`config.mk`:
```
export PLATFORM = sky130hd
export DESIGN_NAME = mesh_duplicate_filter_forwarder
export DESIGN_NICKNAME = d
export VERILOG_FILES = /design/src/rtl/mdff_pkg.sv /design/src/rtl/mdff_ram.sv /design/src/rtl/mesh_duplicate_filter_forwarder.sv
export SDC_FILE = /design/constraint.sdc
export NUM_CORES = 1
export LEC_CHECK = 0
export BUFFER_PORTS_ARGS = -buffer_cell sky130_fd_sc_hd__buf_4
export CAP_MARGIN = 25
export CORE_MARGIN = 2
export CORE_UTILIZATION = 45
export CTS_CLUSTER_SIZE = 25
export DETAILED_ROUTE_END_ITERATION = 10
export HOLD_SLACK_MARGIN = 0.08
export PLACE_DENSITY_LB_ADDON = 0.15
export SLEW_MARGIN = 20
export SYNTH_ARGS = -nofsm -noshare
export SYNTH_HDL_FRONTEND = slang
export SYNTH_SLANG_ARGS = --single-unit
export TNS_END_PERCENT = 30
```
`constraint.sdc`:
```
create_clock -name clk -period 7.4 [get_ports clk]
set_input_delay 1.11 -clock clk [delete_from_list [all_inputs] [get_ports clk]]
set_output_delay 1.11 -clock clk [all_outputs]
set_load 0.05 [all_outputs]
```
`src/rtl/mdff_pkg.sv`:
```
// Shared types and constants for the mesh duplicate filter and forwarder.
`timescale 1ns / 1ps

package mdff_pkg;

    localparam int SRC_W   = 8;
    localparam int SEQ_W   = 16;
    localparam int TTL_W   = 8;
    localparam int ENTRY_W = SRC_W + SEQ_W;
    localparam int ACT_W   = 3;

    // register map: index taken from paddr[2]
    localparam logic REG_MY_ID = 1'b0;

    typedef enum logic [ACT_W-1:0] {
        ACT_OWN         = 3'd0,
        ACT_DUP         = 3'd1,
        ACT_TTL_EXPIRED = 3'd2,
        ACT_FORWARD     = 3'd3,
        ACT_DEFERRED    = 3'd4
    } action_t;

    typedef enum logic [1:0] {
        ST_IDLE,
        ST_SCAN,
        ST_RECORD,
        ST_DONE
    } state_t;

endpackage

```
`src/rtl/mdff_ram.sv`:
```
// Generic single write port, single read port RAM with registered read.
`timescale 1ns / 1ps

module mdff_ram #(
    parameter int WIDTH = 24,
    parameter int DEPTH = 16
) (
    input  logic                       clk,
    input  logic                       we,
    input  logic [$clog2(DEPTH)-1:0]   waddr,
    input  logic [WIDTH-1:0]           wdata,
    input  logic                       re,
    input  logic [$clog2(DEPTH)-1:0]   raddr,
    output logic [WIDTH-1:0]           rdata
);

    logic [WIDTH-1:0] mem_reg [DEPTH];
    logic [WIDTH-1:0] rdata_reg;

    always_ff @(posedge clk)
    begin
        if (we)
        begin
            mem_reg[waddr] <= wdata;
        end
        if (re)
        begin
            rdata_reg <= mem_reg[raddr];
        end
    end

    assign rdata = rdata_reg;

endmodule

```
`src/rtl/mesh_duplicate_filter_forwarder.sv`:
```
// Top level of the mesh duplicate filter and forwarder.
`timescale 1ns / 1ps

// Takes one received packet header per input beat and returns one verdict
// beat: own packet dropped, duplicate, ttl expired, forward (with ttl - 1)
// or deferred. A ring of the last SEEN_DEPTH (src, seq) pairs lives in a
// RAM with one write and one read port and is scanned one entry per cycle
// by one shared 24-bit compare. A foreign packet goes through accept, the
// scan with its registered read, record and hand-off; a duplicate leaves
// the scan early, and an own packet skips the scan. The input is not ready
// while an item is in work; the output register lets the next header be
// taken while a verdict waits.
// Ring entries carry valid bits cleared at reset; an entry never written
// reads as (0,0), so the pair (0,0) counts as seen after reset. No
// clearing pass is needed. my_id is written over APB at byte address 0
// and must only change while the block is idle.
module mesh_duplicate_filter_forwarder #(
    parameter int SEEN_DEPTH = 16
) (
    input  logic        clk,
    input  logic        rst_n,

    // header in
    input  logic        s_axis_tvalid,
    output logic        s_axis_tready,
    input  logic [31:0] s_axis_tdata,   // [7:0] src, [23:8] seq, [31:24] ttl
    input  logic        s_axis_tuser,   // [0] forward_allowed

    // verdict out
    output logic        m_axis_tvalid,
    input  logic        m_axis_tready,
    output logic [7:0]  m_axis_tdata,   // [7:0] new_ttl
    output logic [2:0]  m_axis_tuser,   // [2:0] action

    // configuration
    input  logic        psel,
    input  logic        penable,
    input  logic        pwrite,
    input  logic [2:0]  paddr,
    input  logic [31:0] pwdata,
    output logic [31:0] prdata,
    output logic        pready
);

    localparam int AW = $clog2(SEEN_DEPTH);
    localparam int CW = $clog2(SEEN_DEPTH + 1);
    localparam logic [CW-1:0] DEPTH_C  = CW'(SEEN_DEPTH);
    localparam logic [AW-1:0] LAST_IDX = AW'(SEEN_DEPTH - 1);

    // ---------------- configuration ----------------
    logic [mdff_pkg::SRC_W-1:0] my_id_reg;
    logic                       cfg_wr;

    assign pready = 1'b1;
    assign cfg_wr = psel && penable && pwrite && pready;

    always_ff @(posedge clk or negedge rst_n)
    begin
        if (!rst_n)
        begin
            my_id_reg <= '0;
        end
        else if (cfg_wr && (paddr[2] == mdff_pkg::REG_MY_ID))
        begin
            my_id_reg <= pwdata[mdff_pkg::SRC_W-1:0];
        end
    end

    always_comb
    begin
        prdata = '0;
        if (paddr[2] == mdff_pkg::REG_MY_ID)
        begin
            prdata = {{(32 - mdff_pkg::SRC_W){1'b0}}, my_id_reg};
        end
    end

    // ---------------- state ----------------
    mdff_pkg::state_t  state_reg, state_next;

    logic [AW-1:0]             wp_reg, wp_next;
    logic [SEEN_DEPTH-1:0]     valid_reg, valid_next;
    logic [CW-1:0]             scan_cnt_reg, scan_cnt_next;
    logic                      rd_pend_reg;
    logic                      valid_q_reg;
    logic                      out_valid_reg, out_valid_next;

    logic [mdff_pkg::SRC_W-1:0] src_reg, src_next;
    logic [mdff_pkg::SEQ_W-1:0] seq_reg, seq_next;
    logic [mdff_pkg::TTL_W-1:0] ttl_reg, ttl_next;
    logic                       fwd_ok_reg, fwd_ok_next;
    logic                       own_reg, own_next;
    mdff_pkg::action_t          res_action_reg, res_action_next;
    logic [mdff_pkg::TTL_W-1:0] res_ttl_reg, res_ttl_next;
    mdff_pkg::action_t          out_action_reg, out_action_next;
    logic [mdff_pkg::TTL_W-1:0] out_ttl_reg, out_ttl_next;

    // control strobes
    logic                         in_acc;
    logic                         ram_re;
    logic                         ram_we;
    logic                         out_load;
    logic [AW-1:0]                ram_raddr;
    logic [mdff_pkg::ENTRY_W-1:0] ram_rdata;
    logic [mdff_pkg::ENTRY_W-1:0] entry;
    logic                         hit_now;
    logic                         scan_end;
    logic                         in_own;

    assign in_acc    = s_axis_tvalid && s_axis_tready;
    assign in_own    = (s_axis_tdata[7:0] == my_id_reg);
    assign ram_raddr = scan_cnt_reg[AW-1:0];

    // the shared compare: one ring entry per cycle against the held key
    assign entry    = valid_q_reg ? ram_rdata : '0;
    assign hit_now  = rd_pend_reg && (entry == {src_reg, seq_reg});
    assign scan_end = (scan_cnt_reg == DEPTH_C);

    // ring storage
    mdff_ram #(
        .WIDTH (mdff_pkg::ENTRY_W),
        .DEPTH (SEEN_DEPTH)
    ) u_ring (
        .clk   (clk),
        .we    (ram_we),
        .waddr (wp_reg),
        .wdata ({src_reg, seq_reg}),
        .re    (ram_re),
        .raddr (ram_raddr),
        .rdata (ram_rdata)
    );

    // ---------------- sequencer: next state ----------------
    always_comb
    begin
        state_next = state_reg;
        case (state_reg)
            mdff_pkg::ST_IDLE:
            begin
                if (in_acc)
                begin
                    state_next = in_own ? mdff_pkg::ST_RECORD : mdff_pkg::ST_SCAN;
                end
            end
            mdff_pkg::ST_SCAN:
            begin
                if (hit_now)
                begin
                    state_next = mdff_pkg::ST_DONE;
                end
                else if (scan_end)
                begin
                    state_next = mdff_pkg::ST_RECORD;
                end
            end
            mdff_pkg::ST_RECORD:
            begin
                state_next = mdff_pkg::ST_DONE;
            end
            mdff_pkg::ST_DONE:
            begin
                if (out_load)
                begin
                    state_next = mdff_pkg::ST_IDLE;
                end
            end
            default:
            begin
                state_next = mdff_pkg::ST_IDLE;
            end
        endcase
    end

    // ---------------- sequencer: outputs ----------------
    always_comb
    begin
        s_axis_tready = 1'b0;
        ram_re        = 1'b0;
        ram_we        = 1'b0;
        out_load      = 1'b0;
        case (state_reg)
            mdff_pkg::ST_IDLE:
            begin
                s_axis_tready = 1'b1;
            end
            mdff_pkg::ST_SCAN:
            begin
                ram_re = !scan_end;
            end
            mdff_pkg::ST_RECORD:
            begin
                ram_we = 1'b1;
            end
            mdff_pkg::ST_DONE:
            begin
                out_load = !out_valid_reg || m_axis_tready;
            end
            default:
            begin
                s_axis_tready = 1'b0;
            end
        endcase
    end

    // ---------------- datapath next values ----------------
    always_comb
    begin
        src_next        = src_reg;
        seq_next        = seq_reg;
        ttl_next        = ttl_reg;
        fwd_ok_next     = fwd_ok_reg;
        own_next        = own_reg;
        scan_cnt_next   = scan_cnt_reg;
        res_action_next = res_action_reg;
        res_ttl_next    = res_ttl_reg;
        wp_next         = wp_reg;
        valid_next      = valid_reg;
        out_valid_next  = out_valid_reg;
        out_action_next = out_action_reg;
        out_ttl_next    = out_ttl_reg;

        if (in_acc)
        begin
            src_next      = s_axis_tdata[7:0];
            seq_next      = s_axis_tdata[23:8];
            ttl_next      = s_axis_tdata[31:24];
            fwd_ok_next   = s_axis_tuser;
            own_next      = in_own;
            scan_cnt_next = '0;
        end

        if (ram_re)
        begin
            scan_cnt_next = scan_cnt_reg + CW'(1);
        end

        if ((state_reg == mdff_pkg::ST_SCAN) && hit_now)
        begin
            res_action_next = mdff_pkg::ACT_DUP;
            res_ttl_next    = '0;
        end

        if (ram_we)
        begin
            valid_next[wp_reg] = 1'b1;
            wp_next            = (wp_reg == LAST_IDX) ? '0 : wp_reg + AW'(1);
            res_ttl_next       = '0;
            if (own_reg)
            begin
                res_action_next = mdff_pkg::ACT_OWN;
            end
            else if (ttl_reg == '0)
            begin
                res_action_next = mdff_pkg::ACT_TTL_EXPIRED;
            end
            else if (!fwd_ok_reg)
            begin
                res_action_next = mdff_pkg::ACT_DEFERRED;
            end
            else
            begin
                res_action_next = mdff_pkg::ACT_FORWARD;
                res_ttl_next    = ttl_reg - mdff_pkg::TTL_W'(1);
            end
        end

        if (out_load)
        begin
            out_valid_next  = 1'b1;
            out_action_next = res_action_reg;
            out_ttl_next    = res_ttl_reg;
        end
        else if (m_axis_tready)
        begin
            out_valid_next = 1'b0;
        end
    end

    // control registers
    always_ff @(posedge clk or negedge rst_n)
    begin
        if (!rst_n)
        begin
            state_reg     <= mdff_pkg::ST_IDLE;
            wp_reg        <= '0;
            valid_reg     <= '0;
            scan_cnt_reg  <= '0;
            rd_pend_reg   <= 1'b0;
            out_valid_reg <= 1'b0;
        end
        else
        begin
            state_reg     <= state_next;
            wp_reg        <= wp_next;
            valid_reg     <= valid_next;
            scan_cnt_reg  <= scan_cnt_next;
            rd_pend_reg   <= ram_re;
            out_valid_reg <= out_valid_next;
        end
    end

    // payload registers
    always_ff @(posedge clk)
    begin
        src_reg        <= src_next;
        seq_reg        <= seq_next;
        ttl_reg        <= ttl_next;
        fwd_ok_reg     <= fwd_ok_next;
        own_reg        <= own_next;
        valid_q_reg    <= valid_reg[ram_raddr];
        res_action_reg <= res_action_next;
        res_ttl_reg    <= res_ttl_next;
        out_action_reg <= out_action_next;
        out_ttl_reg    <= out_ttl_next;
    end

    assign m_axis_tvalid = out_valid_reg;
    assign m_axis_tdata  = out_ttl_reg;
    assign m_axis_tuser  = out_action_reg;

    // ---------------- assertions ----------------
    // one header at a time: after a beat is taken the input closes
    a_busy_after_accept: assert property (@(posedge clk) disable iff (!rst_n)
        in_acc |=> !s_axis_tready)
        else $error("input taken again while an item is in work");

    // a nonzero new_ttl only comes with a forward verdict
    a_ttl_only_fwd: assert property (@(posedge clk) disable iff (!rst_n)
        (m_axis_tvalid && (m_axis_tdata != '0)) |->
            (m_axis_tuser == mdff_pkg::ACT_FORWARD))
        else $error("new_ttl set on a non-forward verdict");

    // the ring is never written while it is being scanned
    a_no_write_in_scan: assert property (@(posedge clk) disable iff (!rst_n)
        ram_re |-> !ram_we)
        else $error("ring write during scan");

    // a record step always moves the write pointer
    a_wp_moves: assert property (@(posedge clk) disable iff (!rst_n)
        ram_we |=> (wp_reg != $past(wp_reg)))
        else $error("ring write pointer did not advance");

endmodule

```
# Word level (Yosys, flattened, before mapping)
# Memories as Yosys holds them, arrays and structs flattened. A register that Yosys moved wholly into a read port is not among the register bits.
# Index checks and enable logic that the tools add are counted.
# Widths: inputs -> output; s select.
[word_totals]
reg_bits = 94
mem_bits_rw = 384
inputBits = 75
output_inout_bits = 46
elab_cells = 85
memories = 1
[op_classes]
n_addsub = 3
magnitude_cmp = 3
eq_ne = 10
muxes = 33
bitwise = 2
n_reduce_logical = 16
[mem_list]
columns = ["name", "words", "word_bits", "rd", "rd_ports_with_merged_regs", "write_ports", "line_no", "source"]
rows = [
  ["u_ring.mem_reg", 16, 24, 1, 1, 1, "mdff_ram.sv:17", "logic [WIDTH-1:0] mem_reg [DEPTH];"],
]
[op_table]
columns = ["operator", "count"]
rows = [
  ["$mux 8", 6],
  ["$eq 24x24->1", 1],
  ["$mux 24", 1],
  ["$or 16x16->16", 1],
  ["$mux 3", 5],
  ["$lt 4x5->1 const B", 2],
  ["$mux 1", 10],
  ["$mux 2", 5],
  ["$mux 5", 2],
  ["$eq 8x8->1", 1],
  ["$logic_not 8->1", 1],
  ["$pmux 2 s4", 1],
  ["$sub 8x1->8 const B", 1],
  ["$logic_and 1x1->1", 7],
  ["$reduce_bool 2->1", 3],
  ["$add 5x1->5 const B", 1],
  ["$eq 5x5->1 const B", 1],
  ["$add 4x1->4 const B", 1],
  ["$bmux 1 s4", 1],
  ["$demux 1 s4", 1],
  ["$eq 2x2->1 const B", 2],
  ["$eq 4x4->1 const B", 1],
  ["$ge 4x1->1 const B", 1],
  ["$mux 4", 1],
  ["other kinds (8)", 10],
]

# Logic depth before layout (Yosys ltp)
[logic_depth]
ltp_word = 6
mapped_depth = 11
depth_no_buf = 8

# Hierarchy
# From an unflattened synthesis, not the netlist that was laid out.
[unflattened]
hier_cells = 1006
area_unflattened_um2 = 19695.1
[modules_own_cells]
columns = ["module", "n_inst", "cells_each", "area_per_inst_um2", "seq_area_each_um2"]
rows = [
  ["mdff_ram", 1, 636, 15170.8, 12251.8],
  ["mesh_duplicate_filter_forwarder", 1, 370, 4524.3, 2627.5],
]

# Least setup slack after synthesis
# No wires, ideal clock.
[synth_path]
path_type = "register to register"
start = "reg state_reg[0]"
end = "mem u_ring.mem_reg[1][0], enable pin"
setup_ns = 0.437
arrival_ns = 2.497
t_required_ns = 6.963
setup_slack_ns = 4.466
stages_incl_launch_ff = 5
n_path_buf = 0
period_less_slack_ns = 2.934
path_cell_list = "dfrtp_1 > inv_1 > ha_1 > nand2_1 > nor3_1"
[synth_via]
elab_chain_len = 4
[synth_rtl]
columns = ["element", "line_no", "source"]
rows = [
  ["start: declaration", "mesh_duplicate_filter_forwarder.sv:79", "mdff_pkg::state_t state_reg, state_next;"],
  ["start signal: assignment", "mesh_duplicate_filter_forwarder.sv:284", "state_reg <= mdff_pkg::ST_IDLE;"],
  ["start signal: assignment", "mesh_duplicate_filter_forwarder.sv:293", "state_reg <= state_next;"],
  ["$eq 2x2->1", "mesh_duplicate_filter_forwarder.sv:181", "case (state_reg)"],
  ["$mux 1", "mesh_duplicate_filter_forwarder.sv:181", ""],
  ["$mux 1", "mdff_ram.sv:22", "if (we)"],
  ["$mux 1 (implied by the code)", "mdff_ram.sv:24", "mem_reg[waddr] <= wdata;"],
  ["end: declaration", "mdff_ram.sv:17", ""],
]
# Every way passes these cells.

# Worst setup path in the final report
[layout_path]
start = "reg scan_cnt_reg[0]"
end = "reg u_ring.rdata_reg[7] (netlist: u_ring.rdata[7]) (read register of u_ring.mem_reg), data pin"
[layout_via]
elab_chain_len = 3
[layout_rtl]
columns = ["element", "line_no", "source"]
rows = [
  ["start: declaration", "mesh_duplicate_filter_forwarder.sv:83", "logic [CW-1:0] scan_cnt_reg, scan_cnt_next;"],
  ["start signal: assignment", "mesh_duplicate_filter_forwarder.sv:296", "scan_cnt_reg <= scan_cnt_next;"],
  ["$eq 5x5->1", "mesh_duplicate_filter_forwarder.sv:117", "assign scan_end = (scan_cnt_reg == DEPTH_C);"],
  ["$logic_not 1->1", "mesh_duplicate_filter_forwarder.sv:188", "ram_re = !scan_end;"],
  ["$mux 1", "mesh_duplicate_filter_forwarder.sv:181", ""],
  ["end: declaration", "mdff_ram.sv:18", "logic [WIDTH-1:0] rdata_reg;"],
]
# Several ways; a longest one is shown, not always the timed one.
# A chain may end at the register's enable or synchronous reset.

==> metrics.cfg <==
[status]
outcome=finished clean

[floorplanning]
initial_core_util_pct=45.6
core_um2=43100
dieArea_um2=45300
num_rows=76
die_w_um=213
die_h_um=213
ios=121

[detailed_routing]
via_per_inst=5.44
antenna_left=0
first_iter_violations=734
vias=9092
dr.pass1.iters=5
drc=0
wl_per_cell_um=24.7
drt_wl_total_um=41300

[synthesis]
synth_cell_types=57
ys_seq_area_share_pct=75.8
ys.flop_type=edfxtp_1
synth.top_cell.area_share_pct=70.9
synth_commonest_cells=464 x edfxtp_1, 125 x mux4_2, 37 x dfrtp_1
synth_area_leaders=edfxtp_1 71%, mux4_2 14%, dfrtp_1 4.7%, buf_4 0.96%, ha_1 0.76%
ys_ff_latch=502
yosysMostFrequentCell=edfxtp_1
synth_top_area_cell=edfxtp_1
synth_area_um2=19600
synth.avg_cell_area_um2=21.0
yosysWarningCount=0
synthCells=935
async_reset_ff_share_pct=7.37
synth_edf_count=464

[grt]
grtUsageMet2_pct=31.4
grt_antenna_before_repair=0
grt_max_degree=64
grtUsageMet3_pct=3.29
first_global_vias=9573
grt_overflow=0
grtUsageTotal_pct=19.1
met1_usage_pct=26.8
grt_pass1_wl_um=62000
top_usage_layer=met2

[pwr]
p_leak_nw=7.41
comb_power_share_pct=22.0
switchingPower_w=0.00231
power.density_cell_area_nw_per_um2=362
p_clk_share_pct=29.7
seq_power_share_pct=48.3
intPower_w=0.00583
power_w=0.00814
switching_share_pct=28.4
ir_drop_mv=0.193

[final_layout]
n_antenna_cell=0
drive_gt1_share_pct=31.6
largest_reg_flops=384
synthToLayoutAreaGrowth_pct=14.6
fin_util_pct=52.3
nets=1131

[timing]
timing.final.crit_share_pct=43.6
worst_pin_slew_ns=1.04
clock_skew_ns=0.0195
slew_headroom_pct=30.4
setup_viol=0
period_needed_ns=3.23
grt_setup_unrepaired=no
finalSetupTns_ns=0
max_freq_mhz=310
finalHoldViolations=0
hold_ws_ns=0.416
report.final.slew_viol_count=0
setup_ws_ns=4.17

[clocking]
cts.sinks=502
cts_resized=0
postCtsSetupBuffers=0
clockRootBuffer=clkbuf_16
cts_buffers=52
clockBufferDepth=3
clk_latency_ns=0.59
ctsHtreeMaxLevel=2
clkTransAtPathRegs_ns=0.06
cts_hold_buf=0
cts_tree=yes

[worst_setup_path]
critPathKind=reg -> reg
critical_path.top_delay_family=multiplexers
crit_required_ns=7.70
critPathSlowestCell=dfrtp_4
rrSetupSlack_ns=4.17
crit_chain=buf_4 > mux4_2 > mux4_2
end_kind=register
crit_path_start_kind=register
max_stage_delay_ns=0.97
crit_arrival_ns=3.53
critPathBufInv=1
cp_common_cell=mux4_2
timing.critical_path.fanout_max=41

[placement]
dpl_worst_slack_ns=4.09
hpwl_um=22100
io_buffers=69
gp_congestion=0.721

[run]
drv_cap=0

[worst_hold_path]
hp-class=reg -> reg

kinds of logic (layout without fill, tap and decap cells):
family                   Yosys count  after routing  synth area share (%)
XOR/XNOR                          24             24                  1.07
AND/OR/NAND/NOR                  128            128                  3.52
buffers and inverters             87            216                  2.32
other                              2             25                0.0382
AO/OA/AOI/OAI                     45             45                  1.61
adder cells (fa/ha/maj)           12             12                 0.764
multiplexers                     135            135                  14.9
flip-flops                       502            502                  75.8
power groups by stage:
stage	Sequential, W	Clock, W	Combinational (W)
3_3_place_gp	0.00398	0	0.00181
4_1_cts	0.00395	0.00248	0.00183
5_1_grt	0.00399	0.00259	0.00194
6_report	0.00394	0.00242	0.00179
2_1_floorplan	0.00383	0	0.00141
3_5_place_dp	0.00400	0	0.00183
worst paths after layout:
kind	startpoint	to	cells after the start
worst max-delay path	scan_cnt_reg[0]	u_ring.rdata[7]	3
worst min-delay path	res_action_reg[2]	m_axis_tuser[2]	0
worst max register to register	scan_cnt_reg[0]	u_ring.rdata[7]	3
worst min register to register	res_action_reg[2]	m_axis_tuser[2]	0
max in group asynchronous	rst_n	scan_cnt_reg[0]	1
min in group asynchronous	rst_n	my_id_reg[1]	1
metrics by stage:
stage                     cell area [um^2]  instances
final                                22500       1672
after global routing                 22500       1672
after CTS                            22500       1672
after detailed placement             20900       1575
after global placement               20900       1573
after floorplan                      19700        958
layout make-up:
cell class	count	area, um^2
sequential	502	14900
inverter	27	101
fill	3416	20600
clock buffer	68	1380
timing repair buffer	92	716
multi-input combinational	369	4510
clock inverter	29	186
tap	585	732
layout by cell type, fill, tap and decap left out, drive strengths merged, types with 10 or more instances in the layout:
cell and instances:
ha 12, dfrtp 37, edfxtp 464, or2 16, mux2 10, conb 25
xnor2 16, o21ai 17, inv 30, clkinv 24, nand2 26, mux4 125
clkbuf 68, buf 92, nor2 35
per-layer routing:
layer / up-vias / wire length [um]
met5: - / 0
met4: 0 / 644
met2: 235 / 20500
li1: 3962 / -
met3: 48 / 2060
met1: 4847 / 18100
Note: power is estimated with default switching activity, not from simulation.
